**config.mk**
```make
export PLATFORM = sky130hd
export DESIGN_NAME = bpa_addr_unit
export DESIGN_NICKNAME = d
export VERILOG_FILES = /design/src/rtl/core/buddy_page_allocator_macros.svh /design/src/rtl/core/bpa_pkg.sv /design/src/rtl/core/bpa_addr_unit.sv
export SDC_FILE = /design/constraint.sdc
export NUM_CORES = 1
export LEC_CHECK = 0
export CAP_MARGIN = 20
export CELL_PAD_IN_SITES_DETAIL_PLACEMENT = 2
export CELL_PAD_IN_SITES_GLOBAL_PLACEMENT = 2
export CORE_AREA = 2 2 40 78
export DETAILED_ROUTE_END_ITERATION = 16
export DIE_AREA = 0 0 42 80
export DONT_BUFFER_PORTS = 1
export PLACE_DENSITY = 0.93
export SYNTH_ARGS = -nofsm -noshare
export SYNTH_HDL_FRONTEND = slang
export SYNTH_SLANG_ARGS = --single-unit
export TNS_END_PERCENT = 1
```
**constraint.sdc**
```tcl
create_clock -name vclk -period 4.05
set_input_delay 0.81 -clock vclk [all_inputs]
set_output_delay 0.81 -clock vclk [all_outputs]
set_load 0.02 [all_outputs]
```
**src/rtl/core/buddy_page_allocator_macros.svh**
```systemverilog
// Assertion macros for the buddy page allocator.
// No dependencies; included by the files that carry concurrent assertions.
`ifndef BUDDY_PAGE_ALLOCATOR_MACROS_SVH
`define BUDDY_PAGE_ALLOCATOR_MACROS_SVH
`ifndef SYNTH
`define BPA_ASSERT(label, prop, msg) \
  label: assert property (@(posedge clk_i) disable iff (!rst_ni) (prop)) else $error(msg);
`define BPA_ASSERT_NEVER(label, prop, msg) \
  `BPA_ASSERT(label, !(prop), msg)
`else
`define BPA_ASSERT(label, prop, msg)
`define BPA_ASSERT_NEVER(label, prop, msg)
`endif
`endif

```
**src/rtl/core/bpa_pkg.sv**
```systemverilog
// Shared types, codes and helper functions of the buddy page allocator.
// No dependencies; imported by the allocator top, mark store, address unit, checker and testbench.
`default_nettype none
package bpa_pkg;

  localparam int WORD_BITS = 64;
  localparam int BIT_IDX_W = 6;

  typedef enum logic [1:0] {
    REQ_ALLOC   = 2'd0,
    REQ_FREE    = 2'd1,
    REQ_RESERVE = 2'd2,
    REQ_INIT    = 2'd3
  } req_e;

  typedef enum logic [1:0] {
    STAT_OK       = 2'd0,
    STAT_NO_BLOCK = 2'd1,
    STAT_BAD_ARG  = 2'd2,
    STAT_NOT_FREE = 2'd3
  } status_e;

  typedef enum logic [5:0] {
    PH_SCAN   = 6'b000001,
    PH_SPLIT  = 6'b000010,
    PH_FREE   = 6'b000100,
    PH_RFIND  = 6'b001000,
    PH_RSPLIT = 6'b010000,
    PH_INIT   = 6'b100000
  } phase_e;

  typedef logic [WORD_BITS-1:0] word_t;

  // Index of the lowest set bit; zero when none is set.
  function automatic logic [BIT_IDX_W-1:0] ffs(input word_t v);
    logic [BIT_IDX_W-1:0] r;
    r = '0;
    for (int i = WORD_BITS - 1; i >= 0; i--) begin
      if (v[i]) begin
        r = BIT_IDX_W'(i);
      end
    end
    return r;
  endfunction

endpackage
`default_nettype wire

```
**src/rtl/core/bpa_addr_unit.sv**
```systemverilog
// Shared mark address unit: maps an order and block index to word and bit.
// Depends on bpa_pkg.
`default_nettype none
module bpa_addr_unit #(
  parameter int PAGE_BITS = 16,
  parameter int OW        = 4
) (
  input  wire logic [OW-1:0]                 order_i,
  input  wire logic [PAGE_BITS-1:0]          block_i,
  output logic [PAGE_BITS-5-1:0]             word_o,
  output logic [bpa_pkg::BIT_IDX_W-1:0]      bit_o
);
  import bpa_pkg::*;

  localparam int MB = PAGE_BITS + 1;
  localparam int SW = $clog2(PAGE_BITS + 2);

  logic [SW-1:0] shamt;
  logic [MB-1:0] base;
  logic [MB-1:0] pos;

  // The marks of order o start where the smaller orders' marks end, so the
  // base is all ones from bit PAGE_BITS+1-o upward.
  always_comb begin
    shamt = SW'(PAGE_BITS + 1) - SW'(order_i);
    base  = {MB{1'b1}} << shamt;
    pos   = base + {1'b0, block_i};
  end

  assign word_o = pos[MB-1:BIT_IDX_W];
  assign bit_o  = pos[BIT_IDX_W-1:0];
endmodule
`default_nettype wire

```
==> flow_results.xml, run 1 <==
<?xml version="1.0" encoding="UTF-8"?>
<metrics>
  <group name="critical_path">
    <metric name="worst_path_slowest_cell" unit="">o31a_1</metric>
    <metric name="critical_path.endpoint_type" unit="">primary output</metric>
    <metric name="cp_data_required_time" unit="ns">3.24</metric>
    <metric name="cell_by_cell_trace_of_the_critical_path" unit="">clkinvlp_4 &gt; ha_4 &gt; nor2b_2 &gt; nand2_1 &gt; a211oi_1 &gt; ha_2 &gt; fa_2 &gt; a211oi_2 &gt; o21ai_2 &gt; a31oi_4 &gt; o31a_1 &gt; xnor2_1 &gt; buf_4</metric>
    <metric name="critical_path_arrival" unit="ns">3.32</metric>
    <metric name="critical_path.startpoint_type" unit="">input pin</metric>
    <metric name="critical_path_peak_fanout" unit="">5</metric>
    <metric name="crit_path_max_incr_delay" unit="ns">0.34</metric>
    <metric name="path_class" unit="">input pin to primary output</metric>
  </group>
  <group name="global_routing">
    <metric name="global_route.usage.total" unit="%">27.7</metric>
    <metric name="overflow" unit="">0</metric>
    <metric name="grt_pass1_vias" unit="">1407</metric>
    <metric name="grt_pass1_wl" unit="microns">7110</metric>
    <metric name="grt_max_degree" unit="">11</metric>
    <metric name="antenna_found_initial" unit="">0</metric>
  </group>
  <group name="route">
    <metric name="drt_drc_violations_left" unit="">0</metric>
    <metric name="routed_via_count" unit="">1240</metric>
    <metric name="top_layer_used" unit="">met4</metric>
    <metric name="avgRoutedWirePerCell" unit="microns">25.7</metric>
    <metric name="firstDrtPassIters" unit="">4</metric>
    <metric name="wirelength_met1" unit="microns">1610</metric>
    <metric name="totalWireLength" unit="microns">4990</metric>
    <metric name="first_iter_violations" unit="">10</metric>
    <metric name="met2_length" unit="microns">3100</metric>
    <metric name="detailroute.wirelength.met3" unit="microns">118</metric>
    <metric name="post_drt_via_cell_ratio" unit="">6.39</metric>
    <metric name="drtAntennaViolNets" unit="">0</metric>
  </group>
  <group name="finish">
    <metric name="n_antenna_cell" unit="">0</metric>
    <metric name="final_net_count" unit="">206</metric>
    <metric name="layout_commonest_cell" unit="">buf_4</metric>
    <metric name="sequential_cell_area" unit="sq um">0</metric>
    <metric name="fillCellCount" unit="">307</metric>
    <metric name="seq_cells" unit="">0</metric>
    <metric name="area.growth.synth_to_final" unit="%">49.9</metric>
    <metric name="layout-drive-gt1-share" unit="%">40.6</metric>
    <metric name="clock_buffer_count" unit="">0</metric>
    <metric name="layout.core_utilization" unit="%">52.3</metric>
    <metric name="layout.cells.most_common_list" unit="">26 x buf_4, 14 x a21oi_1, 11 x nand2_1, 9 x xor2_1</metric>
  </group>
  <group name="pwr">
    <metric name="cellLeakagePower" unit="uW">0.000583</metric>
    <metric name="intPower" unit="uW">154</metric>
    <metric name="power.net_switching" unit="uW">222</metric>
    <metric name="power_per_cell_area" unit="nW/um^2">263</metric>
    <metric name="share_clk_of_total_power" unit="%">0</metric>
    <metric name="combinationalPowerShare" unit="%">100.0</metric>
    <metric name="switching_share" unit="%">59.0</metric>
    <metric name="vdd_ir_drop_max" unit="V">0.000139</metric>
    <metric name="power_frac_seq" unit="%">0</metric>
  </group>
  <group name="die">
    <metric name="placementRows" unit="">27</metric>
    <metric name="initial_utilization" unit="%">34.9</metric>
    <metric name="design.core.area" unit="sq um">2740</metric>
    <metric name="design.portCount" unit="">37</metric>
    <metric name="die_outline_area" unit="sq um">3360</metric>
    <metric name="chipWidth" unit="microns">42</metric>
    <metric name="die_y" unit="microns">80</metric>
  </group>
  <group name="placement">
    <metric name="io_buf_count" unit="">0</metric>
    <metric name="hpwlAfterDp" unit="microns">3250</metric>
    <metric name="gpl.final_weighted_congestion" unit="">0.884</metric>
    <metric name="place_ws" unit="ns">-0.136</metric>
  </group>
  <group name="yosys">
    <metric name="synth_top_area_share" unit="%">23.6</metric>
    <metric name="synth_top_area_cell" unit="">ha_1</metric>
    <metric name="syn_area" unit="sq um">955</metric>
    <metric name="synth.net_count" unit="">177</metric>
    <metric name="synthTopCellsByArea" unit="">ha_1 24%, a21oi_1 11%, xor2_1 8.3%, o21ai_0 4.7%, nand2_1 4.7%</metric>
    <metric name="yosysUniqueCellTypes" unit="">38</metric>
    <metric name="synth_seq_area_share" unit="%">0</metric>
    <metric name="synthesis.area_per_instance" unit="sq um">6.92</metric>
    <metric name="syn-instance-count" unit="">138</metric>
    <metric name="synth_warnings" unit="">0</metric>
  </group>
  <group name="sta">
    <metric name="maxSlewViolCount" unit="">0</metric>
    <metric name="final_period_minus_worst_setup_slack" unit="ns">4.13</metric>
    <metric name="tightestPinTransition" unit="ns">0.500</metric>
    <metric name="rsz_0062_raised_after_global_routing" unit="">yes</metric>
    <metric name="period_utilization_post_route" unit="%">102</metric>
    <metric name="worst_slack" unit="ns">-0.0765</metric>
    <metric name="hold_violations" unit="">0</metric>
    <metric name="achievable-frequency" unit="MHz">242</metric>
    <metric name="setup_viol" unit="">3</metric>
    <metric name="timing.slew.headroom" unit="%">66.6</metric>
  </group>
  <group name="run_status">
    <metric name="failing_checks" unit="">setup timing</metric>
    <metric name="outcome" unit="">complete, but fails checks</metric>
  </group>
  <group name="hold_path">
    <metric name="worstHoldPathType" unit="">input pin to primary output</metric>
  </group>
  <group name="run">
    <metric name="maxCapViolCount" unit="">0</metric>
  </group>
</metrics>
-- power by group through the flow --
stage          clock network (uW)  logic, uW  registers (uW)
2_1_floorplan                   0        202               0
3_3_place_gp                    0        281               0
3_5_place_dp                    0        298               0
4_1_cts                         0        329               0
5_1_grt                         0        398               0
6_report                        0        376               0
-- final cells by class --
type	count	area (sq um)	share of cell area [%]
Multi-Input combinational cell	128	1130	78.8
Tap cell	29	36.3	2.53
Inverter	8	37.5	2.62
Timing Repair Buffer	29	229	16.0
-- worst max-delay path: cells and delay by family --
family	cells	cell delay [ns]
AO/OA/AOI/OAI	5	1.12
XOR/XNOR	1	0.18
adder cells (fa/ha/maj)	3	0.67
buffers and inverters	2	0.29
AND/OR/NAND/NOR	2	0.25
-- cell usage after synthesis --
cell type   n
o31ai_1     1
a21o_1      3
o211ai_1    2
a41oi_1     1
o21bai_1    1
fa_1        1
nand3_1     3
ha_1       18
nand2_2     1
nor2b_1     1
nor2_1     11
or2_2       1
nor3_1      1
a21oi_1    21
a222oi_1    1
or2_1       1
nand4_1     2
o41ai_2     1
xnor2_1     5
a211oi_1    4
o211ai_2    1
o211a_1     1
nand2b_1    2
and2_1      2
nand2_1    12
o21ai_2     1
clkbuf_1    2
o21ai_1     3
o31a_1      1
o21a_1      2
and3_1      1
nand3b_1    1
nor3_2      1
o21ai_0     9
a31oi_2     1
xor2_1      9
or3_1       1
inv_1       8
-- metrics by stage --
stage	instance area (sq um)	hold WS, ns	setup TNS [ns]	total power (uW)	instances
after floorplan	955	1.83	0	202	138
after CTS	1280	1.83	0	329	190
after detailed placement	1100	1.84	-0.670	298	181
final	1430	1.80	-0.103	376	194
after global placement	1100	1.84	0	281	181
after global routing	1430	1.80	-0.738	398	194
-- metal layers --
| metal | track usage, % | vias up |
|---|---|---|
| met5 | 0 | - |
| met4 | 10.3 | 0 |
| met3 | 2.26 | 12 |
| met2 | 60.3 | 42 |
| met1 | 24.0 | 621 |
| li1 | - | 565 |
-- repair_timing --
item | 4_1_cts | 5_1_grt
buffers inserted | 9 | 4
hold buffers | 0 | 0
pin swaps | 13 | 16
endpoints found under the setup margin | 9 | 9
resized for setup | 20 | 26
-- worst paths after layout --
path,startpoint,to,cells past startpoint
setup / recovery,order_i[1],word_o[10],13
hold / removal,block_i[0],bit_o[0],1
-- kinds of logic after synthesis --
family,after synthesis,share of synthesized area (%)
AOI/OAI and AO/OA,54,36.7
xor gates and xnor gates,14,12.8
adders and majority gates,19,25.7
buffers and inverters,10,3.93
and+or+nand+nor,41,20.8
(Power assumes the default switching activity.)
==> run 2, diff against run 1 <==
==> constraint.sdc (replaced) <==
create_clock -name vclk -period 4.05
set_input_delay 0.81 -clock vclk [all_inputs]
set_output_delay 0.81 -clock vclk [all_outputs]
set_load 0.01 [all_outputs]
==> flow_results.xml, run 2 (synthesis gave the netlist of run 1 again) <==
<?xml version="1.0" encoding="UTF-8"?>
<metrics>
  <group name="route">
    <metric name="firstDrtPassIters" unit="">4</metric>
    <metric name="avgRoutedWirePerCell" unit="microns">25.6</metric>
    <metric name="routed_via_count" unit="">1177</metric>
    <metric name="drt_drc_violations_left" unit="">0</metric>
    <metric name="totalWireLength" unit="microns">4630</metric>
    <metric name="post_drt_via_cell_ratio" unit="">6.50</metric>
    <metric name="first_iter_violations" unit="">27</metric>
    <metric name="drtAntennaViolNets" unit="">0</metric>
  </group>
  <group name="finish">
    <metric name="final_net_count" unit="">193</metric>
    <metric name="layout.cells.most_common_list" unit="">15 x a21oi_1, 15 x buf_4, 10 x nand2_1, 9 x ha_1, 8 x xor2_1</metric>
    <metric name="n_antenna_cell" unit="">0</metric>
    <metric name="seq_cells" unit="">0</metric>
    <metric name="layout.core_utilization" unit="%">48.4</metric>
    <metric name="sequential_cell_area" unit="sq um">0</metric>
    <metric name="final_area" unit="sq um">1330</metric>
    <metric name="layout-drive-gt1-share" unit="%">38.2</metric>
    <metric name="area.growth.synth_to_final" unit="%">38.8</metric>
    <metric name="clock_buffer_count" unit="">0</metric>
  </group>
  <group name="critical_path">
    <metric name="critical_path.startpoint_type" unit="">input pin</metric>
    <metric name="critical_path.endpoint_type" unit="">primary output</metric>
    <metric name="cp_data_required_time" unit="ns">3.24</metric>
    <metric name="critical_path_peak_fanout" unit="">6</metric>
    <metric name="critical_path_arrival" unit="ns">3.20</metric>
    <metric name="path_class" unit="">input pin to primary output</metric>
  </group>
  <group name="global_routing">
    <metric name="grt_max_degree" unit="">11</metric>
    <metric name="overflow" unit="">0</metric>
    <metric name="grt_pass1_vias" unit="">1394</metric>
    <metric name="global_route.usage.total" unit="%">24.7</metric>
    <metric name="grt_pass1_wl" unit="microns">6480</metric>
    <metric name="antenna_found_initial" unit="">0</metric>
  </group>
  <group name="sta">
    <metric name="final_period_minus_worst_setup_slack" unit="ns">4.01</metric>
    <metric name="achievable-frequency" unit="MHz">250</metric>
    <metric name="maxSlewViolCount" unit="">0</metric>
    <metric name="setup_viol" unit="">0</metric>
    <metric name="hold_violations" unit="">0</metric>
    <metric name="period_utilization_post_route" unit="%">98.9</metric>
    <metric name="timing.slew.headroom" unit="%">77.2</metric>
    <metric name="tightestPinTransition" unit="ns">0.339</metric>
    <metric name="rsz_0062_raised_after_global_routing" unit="">yes</metric>
  </group>
  <group name="clock_tree">
    <metric name="cts_hold_repair.buffers" unit="">0</metric>
  </group>
  <group name="placement">
    <metric name="hpwlAfterDp" unit="microns">3110</metric>
    <metric name="gpl.final_weighted_congestion" unit="">0.885</metric>
    <metric name="post_dp_cell_area" unit="sq um">1040</metric>
    <metric name="io_buf_count" unit="">0</metric>
  </group>
  <group name="die">
    <metric name="design.portCount" unit="">37</metric>
    <metric name="die_outline_area" unit="sq um">3360</metric>
    <metric name="die_y" unit="microns">80</metric>
    <metric name="initial_utilization" unit="%">34.9</metric>
    <metric name="design.core.area" unit="sq um">2740</metric>
    <metric name="placementRows" unit="">27</metric>
    <metric name="chipWidth" unit="microns">42</metric>
  </group>
  <group name="pwr">
    <metric name="power_per_cell_area" unit="nW/um^2">219</metric>
    <metric name="cellLeakagePower" unit="uW">0.000524</metric>
    <metric name="total_power" unit="uW">291</metric>
    <metric name="vdd_ir_drop_max" unit="V">0.0000778</metric>
  </group>
  <group name="hold_path">
    <metric name="worstHoldPathType" unit="">input pin to primary output</metric>
  </group>
  <group name="run_status">
    <metric name="outcome" unit="">complete, no violations</metric>
  </group>
  <group name="run">
    <metric name="maxCapViolCount" unit="">0</metric>
  </group>
</metrics>
-- run 2: cell count changes in the layout (fill, tap and decap cells not counted), moves of 2 or more --
cell,previous run,this run
buf_6,3,1
a211oi_1,2,0
nor2_2,1,3
ha_4,7,5
a21oi_4,2,0
buf_4,26,15
a211oi_2,1,4
-- run 2: repair_timing --
| item | 4_1_cts | 5_1_grt |
|---|---|---|
| pin swaps | 12 | 13 |
| setup buffers | 8 | 1 |
| endpoints found under the setup margin | 8 | 9 |
| resized for setup | 19 | 29 |
-- run 2: area by class of cell --
class                           count  area [sq um]
Fill cell                         308          1410
Inverter                            8          37.5
Multi-Input combinational cell    128          1130
Tap cell                           29          36.3
Timing Repair Buffer               16           124
-- run 2: critical path, cell delays in order --
cell and delay (ns):
clkinvlp_4 0.12, ha_4 0.34, o21ai_0 0.12, a222oi_1 0.37
inv_1 0.10, ha_2 0.42, nand4_1 0.26, o31a_1 0.34
xnor2_1 0.16, buf_4 0.15
-- run 2: layer usage --
layer	track usage (%)	vias to the layer above	share of wire, %
met5	0	-	0
li1	-	537	-
met3	1.81	18	2.7
met2	57.3	45	62
met4	8.39	0	4.3
met1	18.8	577	31
-- run 2: worst paths after layout --
| kind | from | endpoint | cells after the start |
|---|---|---|---|
| setup / recovery | order_i[1] | word_o[10] | 10 |
| hold / removal | block_i[0] | bit_o[0] | 1 |
-- run 2: per-stage QoR --
stage | hold slack (ns) | TNS [ns] | setup slack (ns) | std cells
final | 1.79 | 0 | 0.0428 | 181
after floorplan | 1.77 | 0 | 0.214 | 138
after CTS | 1.77 | -0.0447 | -0.0224 | 180
after detailed placement | 1.78 | -0.516 | -0.150 | 172
after global routing | 1.80 | -0.246 | -0.0593 | 181
after global placement | 1.78 | 0 | 0.0926 | 172
-- run 2: power by group --
group	internal, uW	switching, uW	total (uW)
combinational	114	177	290
sequential	0	0	0
clock	0	0	0
